### config.mk
export PLATFORM = sky130hd
export DESIGN_NAME = profiling_record_header_parser_core_flat
export DESIGN_NICKNAME = d
export VERILOG_FILES = /design/src/design/prhp_pkg.sv /design/src/design/prhp_if.sv /design/src/design/prhp_in_stage.sv /design/src/design/prhp_walker.sv /design/src/design/profiling_record_header_parser_core.sv /design/src/flat_wrapper.sv
export SDC_FILE = /design/constraint.sdc
export NUM_CORES = 1
export LEC_CHECK = 0
export CORE_MARGIN = 4
export CORE_UTILIZATION = 30
export DETAILED_ROUTE_END_ITERATION = 8
export DONT_BUFFER_PORTS = 1
export MAX_ROUTING_LAYER = met4
export PLACE_DENSITY = 0.5
export SYNTH_ARGS = -nofsm -noshare
export SYNTH_HDL_FRONTEND = slang
export SYNTH_SLANG_ARGS = --single-unit
### constraint.sdc
create_clock -name clk -period 5.25 [get_ports clk]
set_input_delay 0.7875 -clock clk [delete_from_list [all_inputs] [get_ports clk]]
set_output_delay 0.7875 -clock clk [all_outputs]
set_load 0.03 [all_outputs]
### src/design/prhp_pkg.sv
// Shared types, constants and helpers for the profiling record header parser.
package prhp_pkg;

    // Record geometry
    localparam int RECORD_BYTES = 64;
    localparam int POS_W        = $clog2(RECORD_BYTES);
    localparam logic [POS_W-1:0] POS_LAST = POS_W'(RECORD_BYTES - 1);

    // Field widths
    localparam int BYTE_W  = 8;
    localparam int COUNT_W = 7;
    localparam int EXT_W   = 32;
    localparam int SKIP_W  = 4;

    localparam logic [COUNT_W-1:0] COUNT_MAX = '1;

    // Header codes
    localparam logic [BYTE_W-1:0] HDR_PAD       = 8'h00;
    localparam logic [BYTE_W-1:0] HDR_END       = 8'h01;
    localparam logic [BYTE_W-1:0] HDR_EXT_LO    = 8'h20;
    localparam logic [BYTE_W-1:0] HDR_PAYLOAD   = 8'h40;
    localparam logic [BYTE_W-1:0] HDR_SIZE_MASK = 8'h30;
    localparam logic [BYTE_W-1:0] HDR_TIMESTAMP = 8'h71;
    localparam logic [BYTE_W-1:0] HDR_UNINIT    = 8'hFF;

    // Parser phase
    typedef enum logic [1:0] {
        PH_HEADER,
        PH_EXT,
        PH_SKIP,
        PH_DONE
    } phase_t;

    // Byte held in the input register
    typedef struct packed {
        logic              valid;
        logic [BYTE_W-1:0] data;
    } byte_item_t;

    // One record summary
    typedef struct packed {
        logic               status;
        logic [COUNT_W-1:0] packet_count;
        logic               end_seen;
        logic [EXT_W-1:0]   extended_total;
    } summary_t;

    // Payload length coded in header bits [5:4]: 1, 2, 4 or 8 bytes
    function automatic logic [SKIP_W-1:0] payload_len(input logic [BYTE_W-1:0] hdr);
        logic [SKIP_W-1:0] len;
        len = SKIP_W'(1) << hdr[5:4];
        return len;
    endfunction

endpackage

### src/design/prhp_if.sv
// Channel interfaces: record byte stream in, record summary out.
interface prhp_byte_if;
    import prhp_pkg::*;

    logic              valid;
    logic              ready;
    logic [BYTE_W-1:0] data_byte;

    modport source (output valid, output data_byte, input ready);
    modport sink   (input valid, input data_byte, output ready);
endinterface

interface prhp_result_if;
    import prhp_pkg::*;

    logic               valid;
    logic               ready;
    logic               status;
    logic [COUNT_W-1:0] packet_count;
    logic               end_seen;
    logic [EXT_W-1:0]   extended_total;

    modport source (output valid, output status, output packet_count, output end_seen,
                    output extended_total, input ready);
    modport sink   (input valid, input status, input packet_count, input end_seen,
                    input extended_total, output ready);
endinterface

### src/design/prhp_in_stage.sv
// Input register: captures one record byte per transaction.
module prhp_in_stage (
    input  logic                  clk,
    input  logic                  rst_n,
    prhp_byte_if.sink             record,
    input  logic                  take,
    output prhp_pkg::byte_item_t  item
);
    import prhp_pkg::*;

    logic              valid_reg;
    logic              valid_next;
    logic [BYTE_W-1:0] data_reg;
    logic              accept;

    // Free when empty or when the held byte leaves this cycle
    assign record.ready = !valid_reg || take;
    assign accept       = record.valid && record.ready;

    always_comb
    begin
        valid_next = valid_reg;
        if (accept)
        begin
            valid_next = 1'b1;
        end
        else if (take)
        begin
            valid_next = 1'b0;
        end
    end

    always_ff @(posedge clk or negedge rst_n)
    begin
        if (!rst_n)
        begin
            valid_reg <= 1'b0;
        end
        else
        begin
            valid_reg <= valid_next;
        end
    end

    // Payload needs no reset
    always_ff @(posedge clk)
    begin
        if (accept)
        begin
            data_reg <= record.data_byte;
        end
    end

    assign item.valid = valid_reg;
    assign item.data  = data_reg;

endmodule

### src/design/prhp_walker.sv
// Header walker: per-record parse state, updated once per consumed byte.
module prhp_walker (
    input  logic                  clk,
    input  logic                  rst_n,
    input  prhp_pkg::byte_item_t  item,
    input  logic                  out_free,
    output logic                  take,
    output logic                  sum_valid,
    output prhp_pkg::summary_t    summary
);
    import prhp_pkg::*;

    phase_t             phase_reg, phase_next, phase_upd;
    logic [POS_W-1:0]   pos_reg, pos_next;
    logic [SKIP_W-1:0]  skip_reg, skip_next, skip_upd;
    logic [COUNT_W-1:0] packets_reg, packets_next, packets_upd;
    logic               closed_reg, closed_next, closed_upd;
    logic [EXT_W-1:0]   ext_reg, ext_next, ext_upd;
    logic               cnt_inc;
    logic               ext_inc;
    logic               last;
    logic [BYTE_W-1:0]  b;
    logic [SKIP_W-1:0]  skip_dec;

    assign b    = item.data;
    assign last = (pos_reg == POS_LAST);

    // A last byte waits only if the summary cannot be stored
    assign take      = item.valid && (!last || out_free);
    assign sum_valid = take && last;

    assign skip_dec = (skip_reg != '0) ? skip_reg - SKIP_W'(1) : skip_reg;

    // Next phase
    always_comb
    begin
        phase_upd = phase_reg;
        unique case (phase_reg)
            PH_HEADER:
            begin
                if (b < HDR_EXT_LO)
                begin
                    if (b == HDR_END)
                    begin
                        phase_upd = PH_DONE;
                    end
                end
                else if (b < HDR_PAYLOAD)
                begin
                    if (!last)
                    begin
                        phase_upd = PH_EXT;
                    end
                end
                else if ((b | HDR_SIZE_MASK) == HDR_UNINIT ||
                         (b | HDR_SIZE_MASK) == HDR_TIMESTAMP)
                begin
                    phase_upd = PH_DONE;
                end
                else
                begin
                    phase_upd = PH_SKIP;
                end
            end
            PH_EXT:
            begin
                phase_upd = PH_SKIP;
            end
            PH_SKIP:
            begin
                if (skip_dec == '0)
                begin
                    phase_upd = PH_HEADER;
                end
            end
            PH_DONE:
            begin
                phase_upd = PH_DONE;
            end
            default:
            begin
                phase_upd = PH_HEADER;
            end
        endcase
    end

    // Per-phase data updates
    always_comb
    begin
        cnt_inc    = 1'b0;
        ext_inc    = 1'b0;
        closed_upd = closed_reg;
        skip_upd   = skip_reg;
        unique case (phase_reg)
            PH_HEADER:
            begin
                if (b < HDR_EXT_LO)
                begin
                    cnt_inc = (b != HDR_PAD);
                    if (b == HDR_END)
                    begin
                        closed_upd = 1'b1;
                    end
                end
                else if (b < HDR_PAYLOAD)
                begin
                    ext_inc = 1'b1;
                    // real header falls outside the record: count it anyway
                    cnt_inc = last;
                end
                else if ((b | HDR_SIZE_MASK) == HDR_UNINIT)
                begin
                    closed_upd = 1'b0;
                end
                else
                begin
                    cnt_inc = 1'b1;
                    if ((b | HDR_SIZE_MASK) == HDR_TIMESTAMP)
                    begin
                        closed_upd = 1'b1;
                    end
                    else
                    begin
                        skip_upd = payload_len(b);
                    end
                end
            end
            PH_EXT:
            begin
                cnt_inc  = (b != HDR_PAD);
                skip_upd = payload_len(b);
            end
            PH_SKIP:
            begin
                skip_upd = skip_dec;
            end
            PH_DONE:
            begin
                skip_upd = skip_reg;
            end
            default:
            begin
                skip_upd = skip_reg;
            end
        endcase
    end

    // Saturating packet count, wrapping extended count
    assign packets_upd = (cnt_inc && packets_reg != COUNT_MAX) ?
                         packets_reg + COUNT_W'(1) : packets_reg;
    assign ext_upd     = ext_inc ? ext_reg + EXT_W'(1) : ext_reg;

    // Record summary from the updated state
    assign summary.status         = (phase_upd == PH_DONE) && !closed_upd;
    assign summary.packet_count   = packets_upd;
    assign summary.end_seen       = closed_upd;
    assign summary.extended_total = ext_upd;

    // Commit, clearing per-record state after the last byte
    always_comb
    begin
        phase_next   = phase_reg;
        pos_next     = pos_reg;
        skip_next    = skip_reg;
        packets_next = packets_reg;
        closed_next  = closed_reg;
        ext_next     = ext_reg;
        if (take)
        begin
            ext_next = ext_upd;
            if (last)
            begin
                phase_next   = PH_HEADER;
                pos_next     = '0;
                skip_next    = '0;
                packets_next = '0;
                closed_next  = 1'b0;
            end
            else
            begin
                phase_next   = phase_upd;
                pos_next     = pos_reg + POS_W'(1);
                skip_next    = skip_upd;
                packets_next = packets_upd;
                closed_next  = closed_upd;
            end
        end
    end

    always_ff @(posedge clk or negedge rst_n)
    begin
        if (!rst_n)
        begin
            phase_reg   <= PH_HEADER;
            pos_reg     <= '0;
            skip_reg    <= '0;
            packets_reg <= '0;
            closed_reg  <= 1'b0;
            ext_reg     <= '0;
        end
        else
        begin
            phase_reg   <= phase_next;
            pos_reg     <= pos_next;
            skip_reg    <= skip_next;
            packets_reg <= packets_next;
            closed_reg  <= closed_next;
            ext_reg     <= ext_next;
        end
    end

`ifndef NO_ASSERTIONS
    // Skipping always has bytes left to skip
    a_skip_nonzero: assert property (@(posedge clk) disable iff (!rst_n)
        (phase_reg == PH_SKIP) |-> (skip_reg != '0))
        else $error("skip phase with empty skip count");

    // Each byte adds at most one packet
    a_count_bound: assert property (@(posedge clk) disable iff (!rst_n)
        32'(packets_reg) <= 32'(pos_reg))
        else $error("packet count exceeds bytes consumed");

    // Record state restarts after each summary
    a_record_restart: assert property (@(posedge clk) disable iff (!rst_n)
        sum_valid |=> (pos_reg == '0 && phase_reg == PH_HEADER && packets_reg == '0))
        else $error("record state not cleared after summary");

    // Extended count moves by at most one per cycle
    a_ext_step: assert property (@(posedge clk) disable iff (!rst_n)
        (ext_reg == $past(ext_reg)) || (ext_reg == $past(ext_reg) + EXT_W'(1)))
        else $error("extended count jumped");
`endif

endmodule

### src/design/profiling_record_header_parser_core.sv
// Profiling record header parser: takes one record byte per transaction, records
// are RECORD_BYTES (64) bytes long, and after the last byte of each record one
// summary transaction gives status, packet count, end flag and the running
// extended-header total. Bytes are taken at one per cycle while the input is not
// stalled. Each byte goes through an input register, and the header walker works
// on it from there. The walker's record state and, on a record's last byte, the
// output register update at the same edge. The output register lets the next
// record stream in while a summary waits. The input stalls only when a record's
// last byte reaches the walker while the previous summary is still untaken.
module profiling_record_header_parser_core (
    input  logic          clk,
    input  logic          rst_n,
    prhp_byte_if.sink     record,
    prhp_result_if.source result
);
    import prhp_pkg::*;

    byte_item_t item;
    summary_t   summary;
    logic       take;
    logic       sum_valid;
    logic       out_free;
    logic       out_valid_reg;
    logic       out_valid_next;
    summary_t   out_data_reg;

    prhp_in_stage u_in_stage (
        .clk    (clk),
        .rst_n  (rst_n),
        .record (record),
        .take   (take),
        .item   (item)
    );

    prhp_walker u_walker (
        .clk       (clk),
        .rst_n     (rst_n),
        .item      (item),
        .out_free  (out_free),
        .take      (take),
        .sum_valid (sum_valid),
        .summary   (summary)
    );

    // Output register
    assign out_free = !out_valid_reg || result.ready;

    always_comb
    begin
        out_valid_next = out_valid_reg;
        if (sum_valid)
        begin
            out_valid_next = 1'b1;
        end
        else if (result.ready)
        begin
            out_valid_next = 1'b0;
        end
    end

    always_ff @(posedge clk or negedge rst_n)
    begin
        if (!rst_n)
        begin
            out_valid_reg <= 1'b0;
        end
        else
        begin
            out_valid_reg <= out_valid_next;
        end
    end

    always_ff @(posedge clk)
    begin
        if (sum_valid)
        begin
            out_data_reg <= summary;
        end
    end

    assign result.valid          = out_valid_reg;
    assign result.status         = out_data_reg.status;
    assign result.packet_count   = out_data_reg.packet_count;
    assign result.end_seen       = out_data_reg.end_seen;
    assign result.extended_total = out_data_reg.extended_total;

`ifndef NO_ASSERTIONS
    // A new summary never overwrites one still waiting
    a_no_overwrite: assert property (@(posedge clk) disable iff (!rst_n)
        !(sum_valid && out_valid_reg && !result.ready))
        else $error("summary overwrote pending result");

    // A summary is loaded exactly when the walker produced one
    a_load_follows: assert property (@(posedge clk) disable iff (!rst_n)
        sum_valid |=> out_valid_reg)
        else $error("summary not registered");

    // Status and end flag never both set
    a_status_excl: assert property (@(posedge clk) disable iff (!rst_n)
        out_valid_reg |-> !(out_data_reg.status && out_data_reg.end_seen))
        else $error("error status with end flag");
`endif

endmodule
### src/flat_wrapper.sv
// flat-port wrapper written by rule: the top's interface ports become plain ports
module profiling_record_header_parser_core_flat import prhp_pkg::*;
  (clk, rst_n, record_valid, record_data_byte, record_ready, result_valid, result_status, result_packet_count, result_end_seen, result_extended_total, result_ready);
  prhp_byte_if record_i ();
  prhp_result_if result_i ();
  input  logic clk;
  input  logic rst_n;
  input wire logic [$bits(record_i.valid)-1:0] record_valid;
  input wire logic [$bits(record_i.data_byte)-1:0] record_data_byte;
  output wire logic [$bits(record_i.ready)-1:0] record_ready;
  output wire logic [$bits(result_i.valid)-1:0] result_valid;
  output wire logic [$bits(result_i.status)-1:0] result_status;
  output wire logic [$bits(result_i.packet_count)-1:0] result_packet_count;
  output wire logic [$bits(result_i.end_seen)-1:0] result_end_seen;
  output wire logic [$bits(result_i.extended_total)-1:0] result_extended_total;
  input wire logic [$bits(result_i.ready)-1:0] result_ready;
  assign record_i.valid = record_valid;
  assign record_i.data_byte = record_data_byte;
  assign record_ready = record_i.ready;
  assign result_valid = result_i.valid;
  assign result_status = result_i.status;
  assign result_packet_count = result_i.packet_count;
  assign result_end_seen = result_i.end_seen;
  assign result_extended_total = result_i.extended_total;
  assign result_i.ready = result_ready;
  profiling_record_header_parser_core u_core (.clk(clk), .rst_n(rst_n), .record(record_i), .result(result_i));
endmodule
; Word level (Yosys, flattened, before mapping)
; Index checks and enable logic that the tools add are counted.
[classes]
add_sub_neg = 4
magnitude_cmp = 2
n_eq_ne = 14
n_shift = 1
muxes = 37
reduce_logical = 20
[ops]
columns = op, n
row1 = $add 32x1->32 const B, 1
row2 = $mux 32, 1
row3 = $mux 4, 6
row4 = $mux 1, 18
row5 = $mux 7, 2
row6 = $eq 6x6->1 const B, 2
row7 = $mux 2, 6
row8 = $ne 3x3->1 const B, 4
row9 = $pmux 4 s3, 1
row10 = $eq 8x1->1 const B, 1
row11 = $lt 8x6->1 const B, 1
row12 = $lt 8x7->1 const B, 1
row13 = $pmux 2 s4, 1
row14 = $reduce_bool 8->1, 1
row15 = $add 7x1->7 const B, 1
row16 = $ne 7x7->1 const B, 1
row17 = $add 6x1->6 const B, 1
row18 = $eq 2x2->1 const B, 3
row19 = $eq 6x5->1 const B, 1
row20 = $mux 6, 1
row21 = $reduce_and 6->1, 1
row22 = $logic_and 1x1->1, 5
row23 = $logic_not 1->1, 4
row24 = $logic_not 4->1, 1
row25 = 9 further kinds, 13
[totals]
register_bits = 103
in_bits = 12
out_inout_bits = 43

; Longest topological paths before layout
; Gate-level depths: netlist of the first run.
[depth]
depth_word = 8
ltp_mapped = 8

; Hierarchy
; A second synthesis of the first run with hierarchy kept.
[hier_totals]
cells_unflattened = 422
hier_area_um2 = 4875.9
[by_module_without_submodules]
columns = module, n_inst, cells_each, area_each_um2, seq_area_each_um2
row1 = prhp_walker, 1, 365, 3295.7, 1301.2
row2 = profiling_record_header_parser_core, 1, 44, 1278.7, 1256.2
row3 = prhp_in_stage, 1, 13, 301.5, 265.3

; Least setup slack after synthesis of the first run
; No wires, ideal clock.
[synth_timing]
kind = register to register
start = reg u_core.u_walker.pos_reg[0]
end = reg u_core.out_data_reg (netlist bit u_core.result.end_seen) (enable)
setup_time_ns = 0.396
arrival_ns = 2.162
slack_ns = 2.692
path_stages_with_launch = 6
synth_period_minus_slack_ns = 2.558
cell_sequence = dfrtp_1 > ha_1 > nand2_1 > o21ai_1 > nand2_1 > inv_1
[synth_via]
elab_chain_len = 5
[synth_rtl]
columns = element, line
row1 = start: declaration, prhp_walker.sv:14  ; logic [POS_W-1:0] pos_reg, pos_next;
row2 = start signal: assignment, prhp_walker.sv:204  ; pos_reg <= pos_next;
row3 = $eq 6x6->1 *, prhp_walker.sv:26  ; assign last = (pos_reg == POS_LAST);
row4 = $logic_not 1->1, n/a
row5 = $logic_or 1x1->1, prhp_walker.sv:29  ; assign take = item.valid && (!last || out_free);
row6 = $logic_and 1x1->1, prhp_walker.sv:29
row7 = $logic_and 1x1->1 *, prhp_walker.sv:30  ; assign sum_valid = take && last;
row8 = end signal: assignment, profiling_record_header_parser_core.sv:77  ; out_data_reg <= summary;
row9 = end: declaration, profiling_record_header_parser_core.sv:25  ; summary_t out_data_reg;
; Every way passes the cells marked *; elsewhere a longest branch is shown, timed or not.
; A chain may end at the register's enable or synchronous reset.

; Final worst setup path of the first run
[layout_timing]
start = reg u_core.u_walker.pos_reg[0]
end = reg u_core.out_data_reg (netlist bit u_core.result.extended_total[27]) (enable)
; Same word-level chain as after synthesis.

==> results of run 1 <==
==> cells by family (layout without fill, tap and decap cells) <==
kind of cell,count (synthesis),count (layout)
compound gates,58,58
xor+xnor,69,69
flops,103,103
simple gates,159,159
fa+ha+maj,4,4
mux,3,3
buf+inv,25,26
==> synthesized netlist by cell type (5+ instances only) <==
master    instances
o31ai_1           6
nor3_1           13
or3_1             6
clkbuf_1          8
edfxtp_1         49
nand4_1          15
nand3_1          14
xor2_1           40
o21ai_0          12
dfrtp_1          54
xnor2_1          29
buf_2             7
nor2_1           40
and3_1            9
nand2_1          29
inv_1             8
nor3_2            5
a32o_1            5
a21oi_1           7
==> layer usage <==
| metal | vias up | part of all wire, % | track usage, % | routed length (um) |
|---|---|---|---|---|
| li1 | 1516 | - | - | - |
| met1 | 1520 | 48 | 15.29 | 4917 |
| met2 | 70 | 46 | 18.16 | 4646 |
| met3 | 13 | 4.4 | 3.738 | 453 |
| met4 | 0 | 1.8 | 4.199 | 179 |
| met5 | - | 0 | - | 0 |
==> final cells by class <==
cell class	count	area, sq um	share of cell area [%]
inverter	8	30.03	0.5515
clock inverter	7	70.07	1.287
tap	216	270.3	4.963
clock buffer	9	225.2	4.136
timing repair buffer	2	15.01	0.2757
multi-input combinational	293	2012	36.95
sequential	103	2823	51.84
==> metrics by stage <==
stage | cells | hold slack (ns)
CTS | 638 | 0.1059
global route | 638 | 0.09926
detailed placement | 622 | 0.4761
floorplan | 421 | 0.4535
finish | 638 | 0.1195
global placement | 622 | 0.4764
==> report_power, final <==
| group | switching, mW | internal, mW |
|---|---|---|
| clock | 0.303 | 0.371 |
| sequential | 0.147 | 0.942 |
| combinational | 0.179 | 0.151 |
==> critical path: cells and delay by family (launching register included) <==
kind / cells / cell delay, ns
adder cells (fa/ha/maj): 1 / 0.27
flip-flops: 1 / 0.44
buffers and inverters: 2 / 0.84
AND/OR/NAND/NOR: 2 / 0.52
AO/OA/AOI/OAI: 1 / 0.53
==> worst paths after layout <==
path	endpoint	slack, ns	depth (start not counted)
max in group asynchronous	u_core.u_walker.ext_reg[22]$_DFFE_PN0P_	5.02	0
worst min register to register	u_core.u_walker.ext_reg[31]$_DFFE_PN0P_	0.48	1
worst min-delay path	u_core.u_walker.ext_reg[21]$_DFFE_PN0P_	0.12	0
min in group clk	u_core.u_walker.ext_reg[31]$_DFFE_PN0P_	0.48	1
worst max-delay path	u_core.result.extended_total[27]$_DFFE_PP_	2.29	6
worst max register to register	u_core.result.extended_total[27]$_DFFE_PP_	2.29	6
==> results.toml, run 1 <==
[floorplan]
num_io_pins = 55
die_w_um = 136.3
dieArea_sq_um = 18580
die_y_um = 136.3
start_util_pct = 30.87
core_sq_um = 16000
rows = 46

[place]
place_ws_ns = 2.197
port_buffers = 0
place.gp.congestion = 0.8375
dpl_cell_area_sq_um = 5150
dp_hpwl_um = 7048

[synth]
synth_compound_area_share_pct = 8.789
synthXorXnorAreaFrac_pct = 12.23
synth_top_family_by_area = "simple AND/OR/NAND/NOR gates"
ys_seq_area_share_pct = 57.14
synthArstFlopShare_pct = 52.43
ys_ff_latch = 103
synth-simple-area-share_pct = 17.83
syn_area_sq_um = 4940
synth_fa_ha_area_share_pct = 1.013
synth_cells = 421
synth_mux_area_share_pct = 0.6839
synth_top_area_cell = "edfxtp_1"
synth_fp_nets = 437
synthTopCellsByArea = "edfxtp_1, dfrtp_1, xor2_1"
post_synth.cell_area_avg_sq_um = 11.73
synth_edf_count = 49
ys_types = 57
ys_warn_count = 0
synth_top_area_share_pct = 29.79
synth_top_flop_cell = "dfrtp_1"

[critical_path]
cp_slowest_cell = "o31a_1"
startpoint_type = "register"
critical_path.max_fanout = 28
end_kind = "register"
crit_chain = "ha_1 -> nand2_1 -> o31a_1 -> nand2_1 -> clkinv_1 -> buf_4"
cpPeakStageDelay_ns = 0.53
critPathKind = "reg2reg"
worst_ep_required_time_ns = 5.27
cp-startpoint = "u_core.u_walker.pos_reg[0]$_DFFE_PN0P_"
cp.arrival_ns = 2.97
rr_startpoint = "u_core.u_walker.pos_reg[0]$_DFFE_PN0P_"
crit_top_cell = "nand2_1"

[cells_and_area]
final_common_cell = "dfrtp_1"
final_cell_area_sq_um = 5445
area_growth_pct = 10.23
fin_nets = 433
fillers = 1635
fin_util_pct = 34.03
drive_above_1_share_pct = 9.242
final_cell_mix = "dfrtp_1, edfxtp_1, nor2_1, xor2_1"
antennaDiodeCount = 0

[grt]
grt_pass1_vias = 3260
grt_pass1_wl_um = 17020
gr-total-overflow = 0
antenna_found_initial = 0
grt_util_all_layers_pct = 12.01
grt_max_degree = 55

[route]
wire_per_inst_um = 15.98
viasPerCell = 4.889
drt_iter0_drc = 145
first_pass_iters = 4
vias = 3119
ant_nets = 0
drc = 0
postRouteWirelength_um = 10200

[clock_network]
hold_buffers = 0
clock_latency_ns = 0.36
clkSinkCount = 103
numCtsBuffers = 9
htree_num_levels = 3
clock_path_buffers = 2
cts_root_buffer = "clkbuf_16"
cts_setup_buffers = 0
cts_tree = "yes"
post_cts_resized = 0
path_clk_slew_ns = 0.07

[outcome]
status = "finished clean"

[sta]
hold_viol = 0
finalSetupViolations = 0
timing.final.ws_setup_ns = 2.293
max_freq_ghz = 0.3382
setup_tns_ns = 0
slew_headroom_pct = 48.17
grt_setup_unrepaired = "no"
finalCritPeriodShare_pct = 56.33
finClkSkew_ns = 0.01118
period_needed_ns = 2.957
slew_violations = 0
worst_pin_slew_ns = 0.7774

[power_and_ir_drop]
vdd_drop_max_uv = 319.8
power.density_nw_per_um2 = 384.1
fin_total_pwr_mw = 2.092
power.leakage_nw = 2.190

[hold_path]
hold_class = "in2async"

[job]
maxCapViolCount = 0
(Power assumes the default switching activity.)
==> run 2, diff against run 1 <==
- ABC_AREA: default -> 1
- clock period: 5.25 -> 2.9 ns (I/O delays scaled with it)
==> run 2 against run 1 <==
Clock power rose by 85%. Critical path type unchanged. Largest power group unchanged. Synthesized cell count rose by 49%. Combinational power rose by 120%. First-iteration DRC count rose by 46%. Utilization rose by 0.21 points. Largest cell class unchanged. Register-to-register slack got worse by 1.6 ns.
==> results.toml, run 2 <==
[route]
vias = 3929
wire_per_inst_um = 13.78
drt_iter0_drc = 212
viasPerCell = 4.537
drc = 0
ant_nets = 0
postRouteWirelength_um = 11940
first_pass_iters = 4

[grt]
grt_max_degree = 55
grt_util_all_layers_pct = 12.75
grt_pass1_vias = 3866
grt_pass1_wl_um = 19620
antenna_found_initial = 0
gr-total-overflow = 0

[synth]
ys_types = 40
synth_fp_nets = 645
synth_edf_count = 49
ys_warn_count = 0
syn_area_sq_um = 5360
ys_seq_area_share_pct = 52.66
synth_top_area_share_pct = 27.45
synthArstFlopShare_pct = 52.43
synthTopCellsByArea = "edfxtp_1, dfrtp_1, nand2_1"
ys_ff_latch = 103
synth_top_area_cell = "edfxtp_1"
post_synth.cell_area_avg_sq_um = 8.522
synth_top_flop_cell = "dfrtp_1"
synth_cells = 629
synth.top_cells.by_count = "nand2_1, inv_1, dfrtp_1"
synth.most_common_cell = "nand2_1"

[critical_path]
critical_path.max_fanout = 40
critPathKind = "reg2reg"
worst_ep_required_time_ns = 2.95
startpoint_type = "register"
rr_startpoint = "u_core.u_walker.pos_reg[1]$_DFFE_PN0P_"
cp.arrival_ns = 2.26
crit_cells = 9
end_kind = "register"
r2r_end = "u_core.result.status$_DFFE_PP_"
rrSetupSlack_ns = 0.69
worst-path-buf-inv = 3
endpoint = "u_core.result.status$_DFFE_PP_"
r2r_cells = 9
crit_top_cell = "inv_2"
crit_chain = "ha_1 -> nand3_2 -> nor2_4 -> nand3_1 -> nand2_2 -> inv_2 -> nand2_1 -> inv_2 -> buf_12"
cp_top_family = "buffers and inverters"
cpPeakStageDelay_ns = 0.42
cp_slowest_cell = "dfrtp_1"
cp-startpoint = "u_core.u_walker.pos_reg[1]$_DFFE_PN0P_"

[clock_network]
clock_path_buffers = 2
cts_setup_buffers = 0
cts_root_buffer = "clkbuf_16"
numCtsBuffers = 9
path_clk_slew_ns = 0.07
clock_latency_ns = 0.36
post_cts_resized = 0
clkSinkCount = 103
cts_tree = "yes"
htree_num_levels = 3

[outcome]
status = "finished clean"

[cells_and_area]
fillers = 1793
multi_input_area_sq_um = 2212
final_cell_mix = "nand2_1, inv_1, dfrtp_1"
antennaDiodeCount = 0
area_growth_pct = 11.25
final_common_cell = "nand2_1"
drive_above_1_share_pct = 8.424
regArea_sq_um = 2823
fin_nets = 652

[floorplan]
die_w_um = 141.7
start_util_pct = 30.78
num_io_pins = 55
die_y_um = 141.7
core_sq_um = 17420
dieArea_sq_um = 20070
rows = 48

[sta]
hold-worst-slack_ns = 0.1703
max_freq_ghz = 0.4521
hold_viol = 0
finalCritPeriodShare_pct = 76.28
setup_tns_ns = 0
grt_setup_unrepaired = "no"
period_needed_ns = 2.212
slew_headroom_pct = 42.84
finClkSkew_ns = 0.007154
slew_violations = 0
worst_pin_slew_ns = 0.8542
finalSetupViolations = 0

[hold_path]
hold_depth = 0
hold_class = "in2reg"

[place]
dp_hpwl_um = 8462
place.gp.congestion = 0.8215
port_buffers = 0

[power_and_ir_drop]
power.leakage_nw = 2.603
power.density_nw_per_um2 = 649.6
vdd_drop_max_uv = 360.7

[job]
maxCapViolCount = 0
-- run 2: worst reg2reg max path, delay by kind of cell, from the launching register on --
kind	cells	cell delay, ns
buffers and inverters	3	0.70
and+or+nand+nor	5	0.52
DFF	1	0.42
adders and majority gates	1	0.22
-- run 2: what timing repair did --
action | CTS | global route
setup endpoints to repair | 0 | 0
endpoints found under the hold margin | 54 | 0
hold buffers | 2 | 0
-- run 2: cells by family after synthesis --
family                   count (synthesis)  synth area share [%]
flip-flops                             103                 52.66
AND/OR/NAND/NOR                        366                 30.91
buffers and inverters                   83                 6.069
AO/OA/AOI/OAI                           49                 5.089
XOR/XNOR                                24                 4.342
adder cells (fa/ha/maj)                  4                0.9337
-- run 2: worst min path at each step --
stage,from,to,slack (ns)
6_report,record_data_byte[4],u_core.u_in_stage.data_reg[4]$_DFFE_PP_,0.17
5_1_grt,record_data_byte[3],u_core.u_in_stage.data_reg[3]$_DFFE_PP_,0.15
4_1_cts,record_data_byte[1],u_core.u_in_stage.data_reg[1]$_DFFE_PP_,0.16
3_5_place_dp,rst_n,u_core.u_walker.ext_reg[5]$_DFFE_PN0P_,0.14
3_3_place_gp,rst_n,u_core.u_walker.ext_reg[6]$_DFFE_PN0P_,0.14
2_1_floorplan,rst_n,u_core.result.valid$_DFFE_PN0P_,0.14
-- run 2: power breakdown --
group / switching, mW / total, mW / internal, mW
combinational: 0.463 / 0.739 / 0.276
sequential: 0.178 / 1.89 / 1.71
clock: 0.575 / 1.25 / 0.673
total: 1.22 / 3.87 / 2.66
-- run 2: per-layer routing --
layer | routed length, um | global-route usage, % | share of wire (%)
met4 | 212 | 4.242 | 1.8
met2 | 5583 | 20.59 | 47
met1 | 5586 | 15.55 | 47
met3 | 556 | 3.438 | 4.7
met5 | 0 | - | 0
-- run 2: per-stage QoR --
step / instance area, sq um / total power [mW] / instances / utilization (%) / setup WS, ns
after global routing: 5963 / 4.129 / 866 / 34.24 / 0.5001
final: 5963 / 3.874 / 866 / 34.24 / 0.6879
after global placement: 5629 / 2.611 / 848 / 32.32 / 0.7072
after CTS: 5963 / 3.927 / 866 / 34.24 / 0.6638
after detailed placement: 5629 / 2.639 / 848 / 32.32 / 0.6819
after floorplan: 5360 / 2.465 / 629 / - / 0.5241
-- run 2: layout make-up --
type / instances / share of cell area, %
Sequential cell: 103 / 47.34
Multi-Input combinational cell: 443 / 37.10
Tap cell: 225 / 4.721
Inverter: 74 / 4.658
Clock buffer: 9 / 3.777
Timing Repair Buffer: 5 / 1.217
Clock inverter: 7 / 1.196
